File: config.mk
export PLATFORM = sky130hd
export DESIGN_NAME = led_pixel_spi_pulse_encoder_unit_flat
export DESIGN_NICKNAME = d
export VERILOG_FILES = /design/src/rtl/core/lpse_pkg.sv /design/src/rtl/core/lpse_if.sv /design/src/rtl/core/lpse_scale.sv /design/src/rtl/core/lpse_encode.sv /design/src/rtl/core/lpse_emit.sv /design/src/rtl/core/led_pixel_spi_pulse_encoder_unit.sv /design/src/flat_wrapper.sv
export SDC_FILE = /design/constraint.sdc
export NUM_CORES = 1
export LEC_CHECK = 0
export ABC_AREA = 1
export BUFFER_PORTS_ARGS = -buffer_cell sky130_fd_sc_hd__buf_4
export CAP_MARGIN = 15
export CELL_PAD_IN_SITES_DETAIL_PLACEMENT = 0
export CELL_PAD_IN_SITES_GLOBAL_PLACEMENT = 1
export CORE_MARGIN = 2
export CORE_UTILIZATION = 53
export DETAILED_ROUTE_END_ITERATION = 10
export GPL_ROUTABILITY_DRIVEN = 0
export PLACE_DENSITY = 0.87
export SYNTH_ARGS = -nofsm -noshare
export SYNTH_HDL_FRONTEND = slang
export SYNTH_HIERARCHICAL = 1
export SYNTH_SLANG_ARGS = --single-unit
File: constraint.sdc
create_clock -name clk -period 19.05 [get_ports clk]
set_input_delay 5.715 -clock clk [delete_from_list [all_inputs] [get_ports clk]]
set_output_delay 5.715 -clock clk [all_outputs]
set_load 0.01 [all_outputs]
File: src/rtl/core/lpse_pkg.sv
`default_nettype none
package lpse_pkg;

  localparam int unsigned CHAN_W = 8;
  localparam int unsigned WORD_W = 32;
  localparam int unsigned CFG_IDX_W = 2;

  typedef enum logic [CFG_IDX_W-1:0] {
    REG_BRIGHTNESS  = 2'd0,
    REG_LEVEL_LIMIT = 2'd1,
    REG_GRB_ORDER   = 2'd2
  } cfg_reg_e;

  localparam logic [3:0] NIB_ONE  = 4'h3;
  localparam logic [3:0] NIB_ZERO = 4'h1;

  typedef struct packed {
    logic [CHAN_W-1:0] brightness;
    logic [CHAN_W-1:0] level_limit;
    logic              grb_order;
  } cfg_t;

  typedef logic [WORD_W-1:0] word_t;

  // floor(p / 255) for p <= 255 * 255
  function automatic logic [CHAN_W-1:0] div255(input logic [2*CHAN_W-1:0] p);
    logic [2*CHAN_W:0] t;
    t = {1'b0, p} + {9'd0, p[2*CHAN_W-1:CHAN_W]} + 17'd1;
    return t[2*CHAN_W-1:CHAN_W];
  endfunction

  // bit 7 goes to the lowest nibble
  function automatic word_t encode_byte(input logic [CHAN_W-1:0] v);
    word_t w;
    w = '0;
    for (int i = 0; i < CHAN_W; i++) begin
      w[4*i +: 4] = v[CHAN_W-1-i] ? NIB_ONE : NIB_ZERO;
    end
    return w;
  endfunction

endpackage
`default_nettype wire

File: src/rtl/core/lpse_if.sv
`default_nettype none
interface lpse_pixel_if;
  logic       valid;
  logic       ready;
  logic [7:0] red;
  logic [7:0] green;
  logic [7:0] blue;
  logic       frame_start;
  modport source (output valid, red, green, blue, frame_start, input ready);
  modport sink (input valid, red, green, blue, frame_start, output ready);
endinterface

interface lpse_word_if;
  logic        valid;
  logic        ready;
  logic [31:0] spi_word;
  logic        last;
  modport source (output valid, spi_word, last, input ready);
  modport sink (input valid, spi_word, last, output ready);
endinterface

interface lpse_cfg_if;
  logic       valid;
  logic       ready;
  logic [1:0] index;
  logic [7:0] data;
  modport source (output valid, index, data, input ready);
  modport sink (input valid, index, data, output ready);
endinterface
`default_nettype wire

File: src/rtl/core/lpse_scale.sv
`default_nettype none
module lpse_scale (
  input  wire logic                      clk,
  input  wire logic                      rst,
  input  wire logic [lpse_pkg::CHAN_W-1:0] brightness,
  input  wire logic                      in_valid,
  output logic                           in_ready,
  input  wire logic [lpse_pkg::CHAN_W-1:0] in_red,
  input  wire logic [lpse_pkg::CHAN_W-1:0] in_green,
  input  wire logic [lpse_pkg::CHAN_W-1:0] in_blue,
  input  wire logic                      in_fs,
  output logic                           out_valid,
  input  wire logic                      out_ready,
  output logic [lpse_pkg::CHAN_W-1:0]    out_red,
  output logic [lpse_pkg::CHAN_W-1:0]    out_green,
  output logic [lpse_pkg::CHAN_W-1:0]    out_blue,
  output logic                           out_fs
);
  import lpse_pkg::*;

  logic                a_valid;
  logic [2*CHAN_W-1:0] a_red;
  logic [2*CHAN_W-1:0] a_green;
  logic [2*CHAN_W-1:0] a_blue;
  logic                a_fs;
  logic                a_ready;
  logic                b_ready;

  assign b_ready  = !out_valid || out_ready;
  assign a_ready  = !a_valid || b_ready;
  assign in_ready = a_ready;

  // products
  always_ff @(posedge clk) begin
    if (rst) begin
      a_valid <= 1'b0;
    end else if (a_ready) begin
      a_valid <= in_valid;
    end
    if (a_ready && in_valid) begin
      a_red   <= in_red * brightness;
      a_green <= in_green * brightness;
      a_blue  <= in_blue * brightness;
      a_fs    <= in_fs;
    end
  end

  // divide by 255
  always_ff @(posedge clk) begin
    if (rst) begin
      out_valid <= 1'b0;
    end else if (b_ready) begin
      out_valid <= a_valid;
    end
    if (b_ready && a_valid) begin
      out_red   <= div255(a_red);
      out_green <= div255(a_green);
      out_blue  <= div255(a_blue);
      out_fs    <= a_fs;
    end
  end

endmodule
`default_nettype wire

File: src/rtl/core/lpse_encode.sv
`default_nettype none
module lpse_encode (
  input  wire logic                        clk,
  input  wire logic                        rst,
  input  wire lpse_pkg::cfg_t              cfg,
  input  wire logic                        in_valid,
  output logic                             in_ready,
  input  wire logic [lpse_pkg::CHAN_W-1:0] in_red,
  input  wire logic [lpse_pkg::CHAN_W-1:0] in_green,
  input  wire logic [lpse_pkg::CHAN_W-1:0] in_blue,
  input  wire logic                        in_fs,
  output logic                             out_valid,
  input  wire logic                        out_ready,
  output lpse_pkg::word_t                  out_words [3],
  output logic                             out_fs
);
  import lpse_pkg::*;

  logic [CHAN_W-1:0] red_c;
  logic [CHAN_W-1:0] green_c;
  logic [CHAN_W-1:0] blue_c;
  logic [CHAN_W-1:0] first_c;
  logic [CHAN_W-1:0] second_c;

  assign in_ready = !out_valid || out_ready;

  always_comb begin
    red_c    = (in_red > cfg.level_limit) ? cfg.level_limit : in_red;
    green_c  = (in_green > cfg.level_limit) ? cfg.level_limit : in_green;
    blue_c   = (in_blue > cfg.level_limit) ? cfg.level_limit : in_blue;
    first_c  = cfg.grb_order ? green_c : red_c;
    second_c = cfg.grb_order ? red_c : green_c;
  end

  always_ff @(posedge clk) begin
    if (rst) begin
      out_valid <= 1'b0;
    end else if (in_ready) begin
      out_valid <= in_valid;
    end
    if (in_ready && in_valid) begin
      out_words[0] <= encode_byte(first_c);
      out_words[1] <= encode_byte(second_c);
      out_words[2] <= encode_byte(blue_c);
      out_fs       <= in_fs;
    end
  end

endmodule
`default_nettype wire

File: src/rtl/core/lpse_emit.sv
`default_nettype none
module lpse_emit #(
  parameter int unsigned RESET_WORDS = 25
) (
  input  wire logic            clk,
  input  wire logic            rst,
  input  wire logic            in_valid,
  output logic                 in_ready,
  input  wire lpse_pkg::word_t in_words [3],
  input  wire logic            in_fs,
  output logic                 out_valid,
  input  wire logic            out_ready,
  output lpse_pkg::word_t      out_word,
  output logic                 out_last
);
  import lpse_pkg::*;

  localparam int unsigned IDX_W = $clog2(RESET_WORDS + 3);
  localparam logic [IDX_W-1:0] IDX_FIRST = IDX_W'(RESET_WORDS);
  localparam logic [IDX_W-1:0] IDX_LAST  = IDX_W'(RESET_WORDS + 2);

  logic             busy;
  logic [IDX_W-1:0] idx;
  word_t            words [3];
  logic             adv;
  logic             at_last;
  logic [1:0]       sel;
  word_t            word_next;

  assign adv      = !out_valid || out_ready;
  assign at_last  = idx == IDX_LAST;
  assign in_ready = !busy || (adv && at_last);
  assign sel      = 2'(idx - IDX_FIRST);
  assign word_next = (idx < IDX_FIRST) ? '0 : words[sel];

  always_ff @(posedge clk) begin
    if (rst) begin
      busy <= 1'b0;
      idx  <= IDX_FIRST;
    end else if (in_ready && in_valid) begin
      busy <= 1'b1;
      idx  <= in_fs ? '0 : IDX_FIRST;
    end else if (busy && adv) begin
      if (at_last) begin
        busy <= 1'b0;
      end else begin
        idx <= idx + 1'b1;
      end
    end
  end

  always_ff @(posedge clk) begin
    if (in_ready && in_valid) begin
      words <= in_words;
    end
  end

  always_ff @(posedge clk) begin
    if (rst) begin
      out_valid <= 1'b0;
    end else if (adv) begin
      out_valid <= busy;
    end
    if (adv && busy) begin
      out_word <= word_next;
      out_last <= at_last;
    end
  end

endmodule
`default_nettype wire

File: src/rtl/core/led_pixel_spi_pulse_encoder_unit.sv
// LED pixel to SPI pulse encoder.
// pixel (sink): one transfer per pixel, red/green/blue bytes and frame_start.
// word (source): one 32-bit SPI word per transfer, sent lsb first, one
//   nibble per data bit; last marks the third word of each pixel.
// cfg (sink): register writes, always ready; index 0 brightness,
//   1 level_limit, 2 grb_order; other indexes are ignored. Write only
//   while no pixel is in flight.
// Path: multiply stage, divide-by-255 stage, clamp/order/encode stage,
//   word sequencer, output register.
// Output: three words per pixel, RESET_WORDS zero words first when frame_start is set;
//   one word per cycle while word.ready is high and pixels keep coming; the next pixel is taken with the last word.
// Reset: all stages empty, brightness 255, level_limit 255, RGB order.
// A stall on word holds the output word; the stages behind it fill and
//   pixel.ready drops, nothing is lost or repeated.
`default_nettype none
module led_pixel_spi_pulse_encoder_unit #(
  parameter int unsigned RESET_WORDS = 25
) (
  input wire logic    clk,
  input wire logic    rst,
  lpse_pixel_if.sink  pixel,
  lpse_word_if.source word,
  lpse_cfg_if.sink    cfg
);
  import lpse_pkg::*;

  cfg_t              regs;
  logic              sc_valid;
  logic              sc_ready;
  logic [CHAN_W-1:0] sc_red;
  logic [CHAN_W-1:0] sc_green;
  logic [CHAN_W-1:0] sc_blue;
  logic              sc_fs;
  logic              en_valid;
  logic              en_ready;
  word_t             en_words [3];
  logic              en_fs;

  assign cfg.ready = 1'b1;

  always_ff @(posedge clk) begin
    if (rst) begin
      regs.brightness  <= 8'd255;
      regs.level_limit <= 8'd255;
      regs.grb_order   <= 1'b0;
    end else if (cfg.valid) begin
      if (cfg.index == REG_BRIGHTNESS) begin
        regs.brightness <= cfg.data;
      end else if (cfg.index == REG_LEVEL_LIMIT) begin
        regs.level_limit <= cfg.data;
      end else if (cfg.index == REG_GRB_ORDER) begin
        regs.grb_order <= cfg.data[0];
      end
    end
  end

  lpse_scale u_scale (
    .clk        (clk),
    .rst        (rst),
    .brightness (regs.brightness),
    .in_valid   (pixel.valid),
    .in_ready   (pixel.ready),
    .in_red     (pixel.red),
    .in_green   (pixel.green),
    .in_blue    (pixel.blue),
    .in_fs      (pixel.frame_start),
    .out_valid  (sc_valid),
    .out_ready  (sc_ready),
    .out_red    (sc_red),
    .out_green  (sc_green),
    .out_blue   (sc_blue),
    .out_fs     (sc_fs)
  );

  lpse_encode u_encode (
    .clk       (clk),
    .rst       (rst),
    .cfg       (regs),
    .in_valid  (sc_valid),
    .in_ready  (sc_ready),
    .in_red    (sc_red),
    .in_green  (sc_green),
    .in_blue   (sc_blue),
    .in_fs     (sc_fs),
    .out_valid (en_valid),
    .out_ready (en_ready),
    .out_words (en_words),
    .out_fs    (en_fs)
  );

  lpse_emit #(
    .RESET_WORDS (RESET_WORDS)
  ) u_emit (
    .clk       (clk),
    .rst       (rst),
    .in_valid  (en_valid),
    .in_ready  (en_ready),
    .in_words  (en_words),
    .in_fs     (en_fs),
    .out_valid (word.valid),
    .out_ready (word.ready),
    .out_word  (word.spi_word),
    .out_last  (word.last)
  );

endmodule
`default_nettype wire

File: src/flat_wrapper.sv
// flat-port wrapper written by rule: the top's interface ports become plain ports
module led_pixel_spi_pulse_encoder_unit_flat import lpse_pkg::*;
#(
  parameter int unsigned RESET_WORDS = 25
)
  (clk, rst, pixel_valid, pixel_red, pixel_green, pixel_blue, pixel_frame_start, pixel_ready, word_valid, word_spi_word, word_last, word_ready, cfg_valid, cfg_index, cfg_data, cfg_ready);
  lpse_pixel_if pixel_i ();
  lpse_word_if word_i ();
  lpse_cfg_if cfg_i ();
  input wire logic clk;
  input wire logic rst;
  input wire logic [$bits(pixel_i.valid)-1:0] pixel_valid;
  input wire logic [$bits(pixel_i.red)-1:0] pixel_red;
  input wire logic [$bits(pixel_i.green)-1:0] pixel_green;
  input wire logic [$bits(pixel_i.blue)-1:0] pixel_blue;
  input wire logic [$bits(pixel_i.frame_start)-1:0] pixel_frame_start;
  output wire logic [$bits(pixel_i.ready)-1:0] pixel_ready;
  output wire logic [$bits(word_i.valid)-1:0] word_valid;
  output wire logic [$bits(word_i.spi_word)-1:0] word_spi_word;
  output wire logic [$bits(word_i.last)-1:0] word_last;
  input wire logic [$bits(word_i.ready)-1:0] word_ready;
  input wire logic [$bits(cfg_i.valid)-1:0] cfg_valid;
  input wire logic [$bits(cfg_i.index)-1:0] cfg_index;
  input wire logic [$bits(cfg_i.data)-1:0] cfg_data;
  output wire logic [$bits(cfg_i.ready)-1:0] cfg_ready;
  assign pixel_i.valid = pixel_valid;
  assign pixel_i.red = pixel_red;
  assign pixel_i.green = pixel_green;
  assign pixel_i.blue = pixel_blue;
  assign pixel_i.frame_start = pixel_frame_start;
  assign pixel_ready = pixel_i.ready;
  assign word_valid = word_i.valid;
  assign word_spi_word = word_i.spi_word;
  assign word_last = word_i.last;
  assign word_i.ready = word_ready;
  assign cfg_i.valid = cfg_valid;
  assign cfg_i.index = cfg_index;
  assign cfg_i.data = cfg_data;
  assign cfg_ready = cfg_i.ready;
  led_pixel_spi_pulse_encoder_unit #(.RESET_WORDS(RESET_WORDS)) u_core (.clk(clk), .rst(rst), .pixel(pixel_i), .word(word_i), .cfg(cfg_i));
endmodule
==> flow_summary_export.csv <==
group,metric,value,unit
worst_setup_path,cp-end-kind,"output pin",
synth,synth_top_area_share,35.1,%
timing,post-route-period-util,65.3,%
clock_tree,clock_latency,520,ps
floorplan,coreArea,0.0364,mm2
timing,worst_hold_slack,416,ps
timing,fin_skew,10.5,ps
floorplan,die_area,0.0383,mm2
placed_design,port_buffers,74,
timing,final-hold-violation-count,0,
timing,worst_pin_slew,1100,ps
job,cap_violations,0,
global_routing,grt_use_total,20.0,%
timing,setup_viol,0,
clock_tree,root_buffer,"clkbuf_16",
global_routing,overflow,0,
timing,fin_setup_tns,0,ps
clock_tree,cts_inserted_buffers,25,
synth,ys_seq_elements,255,
clock_tree,htree_levels,1,
synth,syn_inst,2288,
detailed_routing,viasPerCell,4.90,
global_routing,grt_pass1_vias,13800,
timing,max_slew_margin,26.8,%
outcome,outcome,"completed",
clock_tree,cts.clk_slew.worst_paths,60,ps
worst_setup_path,crit_type,"in2out",
global_routing,grt_first_pass_wirelength,63600,um
power_and_ir_drop,irDropWorstVdd,0.0720,mV
worst_setup_path,crit_fanout,4,
detailed_routing,ant_nets,0,
synth,ys_seq_area_share,37.9,%
worst_setup_path,cp.required,13330,ps
finish,area_growth,7.61,%
synth,synth_largest_area_cell,"edfxtp_1",
finish,antenna_cells,0,
floorplan,die_w,196,um
detailed_routing,post-route-drc-count,0,
floorplan,rows,70,
clock_tree,cts_tree,"done",
power_and_ir_drop,p_leak,0.0109,uW
detailed_routing,drt-wirelength-per-cell,13.1,um
synth,ys_warn_count,6,
detailed_routing,drt-total-wl,36900,um
detailed_routing,firstDrtPassIters,5,
synth,synthTopCellsByArea,"edfxtp_1, nand2_1, fa_1",
clock_tree,post_cts_buffers,0,
finish,num-nets-final,2636,
timing,final_max_slew_viol_count,0,
floorplan,start_util,53.5,%
clock_tree,cts_hold_buffers,0,
finish,layout-drive-gt1-share,7.39,%
timing,finalCriticalPeriod,12450,ps
placed_design,hpwl,28300,um
global_routing,grt_start_max_net_pins,65,
detailed_routing,vias,13800,
synth,yosysUniqueCellTypes,45,
floorplan,dieHeight,196,um
clock_tree,cts.path.max_buffers,3,
global_routing,antenna_found_initial,0,
worst_setup_path,critPathLaunchType,"primary input",
hold_path,hp-class,"reg2reg",
synth,avgSynthCellArea,8.52,um2
finish,nFillCells,3269,
timing,timing.fmax,0.0803,GHz
detailed_routing,drt_iter0_drc,658,
clock_tree,cts_sinks,255,
clock_tree,cts_resized,0,
timing,rsz0062_at_grt,"false",
worst_setup_path,cp.arrival,6730,ps
floorplan,pin_count,76,
power_and_ir_drop,power_density,137,mW/mm2
synth,netlist_area,0.0195,mm2
final timing paths:
check	slack, ps	startpoint	cells past startpoint	endpoint
setup reg to reg	14890	u_core/regs[11]	15	u_core/u_scale/a_blue[15]
hold / removal	420	u_core/u_encode/out_words[69]	0	u_core/u_emit/words[69]
hold reg to reg	420	u_core/u_encode/out_words[69]	0	u_core/u_emit/words[69]
setup / recovery	6600	word_ready	8	pixel_ready
power breakdown:
part / switching (uW) / leakage (uW) / internal, uW / total, uW
registers: 65.6 / 0.00234 / 769 / 834
logic: 955 / 0.00819 / 595 / 1550
clock network: 196 / 0.000403 / 295 / 491
cell type report:
| cell class | instances | area, um2 | area share [%] |
|---|---|---|---|
| multi-input combinational | 1472 | 9660 | 46.1 |
| sequential | 255 | 7390 | 35.2 |
| inverter | 493 | 1850 | 8.83 |
| clock buffer | 34 | 689 | 3.29 |
| timing repair buffer | 87 | 653 | 3.11 |
| tap | 468 | 586 | 2.79 |
| clock inverter | 12 | 144 | 0.686 |
per-stage QoR:
step           setup WS (ps)  instances  util [%]  power [uW]  area (um2)
6_report                6600       2821      57.6        2870       21000
5_1_grt                 6500       2821      57.6        3190       21000
4_1_cts                 6600       2821      57.6        2900       21000
3_5_place_dp            6610       2775      55.3        2390       20100
3_3_place_gp            6600       2775      55.3        2360       20100
2_1_floorplan           6990       2358         -        2050       19800
cells in the final DEF, fill, tap and decap left out, types with 3 or more instances in the layout:
cell type / count
nand4_1: 31
a21oi_1: 85
clkbuf_1: 6
o21bai_1: 9
a21o_1: 3
clkbuf_8: 3
xnor2_1: 15
edfxtp_1: 228
nor3_1: 14
nor2_4: 5
nor2_2: 5
nor2_1: 83
nand2_2: 10
buf_4: 87
ha_1: 154
and2_1: 5
clkbuf_16: 25
clkinv_1: 5
o21ai_0: 42
nand2_4: 6
fa_1: 108
o21a_1: 32
inv_2: 5
xor2_1: 11
nand3_1: 133
dfxtp_1: 27
nand3b_1: 4
nand2_1: 620
o21ai_2: 6
bufinv_16: 3
inv_1: 486
conb_1: 73
or2_1: 3
per-layer routing:
layer / track usage (%) / share of wire [%]
met5: 0 / 0
met3: 1.84 / 3.3
met4: 5.78 / 2.5
met1: 24.8 / 44
met2: 37.1 / 50
cells in the mapped netlist (all sizes together):
cell / number
a21boi: 1
a21o: 4
a21oi: 87
and2: 6
buf: 94
clkbuf: 44
clkinv: 2
conb: 3
dfxtp: 27
edfxtp: 228
fa: 108
ha: 154
inv: 491
nand2: 636
nand2b: 1
nand3: 136
nand3b: 4
nand4: 34
nor2: 93
nor3: 15
o21a: 32
o21ai: 49
o21bai: 9
o31ai: 1
or2: 3
xnor2: 15
xor2: 11
registers in the layout, summed over array words and instances, names as in the netlist:
name	count
u_core/u_scale/a_green	16
u_core/u_encode/out_fs	1
u_core/u_scale/out_green	8
u_core/u_emit/out_last	1
u_core/u_scale/a_blue	16
u_core/u_emit/words	96
u_core/u_scale/a_red	16
u_core/u_emit/out_valid	1
u_core/u_encode/out_words	24
u_core/u_emit/out_word	32
u_core/u_scale/a_valid	1
u_core/regs	17
u_core/u_scale/out_valid	1
u_core/u_encode/out_valid	1
u_core/u_emit/idx	5
u_core/u_scale/a_fs	1
u_core/u_scale/out_red	8
u_core/u_emit/busy	1
u_core/u_scale/out_blue	8
u_core/u_scale/out_fs	1
kinds of logic (layout without fill, tap and decap cells):
family / count (synthesis) / count (layout) / synth area share, %
buf+inv: 631 / 626 / 14.0
other cells: 3 / 73 / 0.0578
simple gates: 928 / 928 / 20.4
compound gates: 183 / 183 / 5.55
flops: 255 / 255 / 37.9
fa+ha+maj: 262 / 262 / 21.0
xor+xnor: 26 / 26 / 1.17
critical path, stage by stage:
cell	delay (ps)
buf_4	110
nor2_2	240
o21ai_4	110
inv_1	100
nand2_1	80
inv_1	100
nand3_1	110
buf_4	160
No activity file was read; power rests on OpenSTA's default activity.
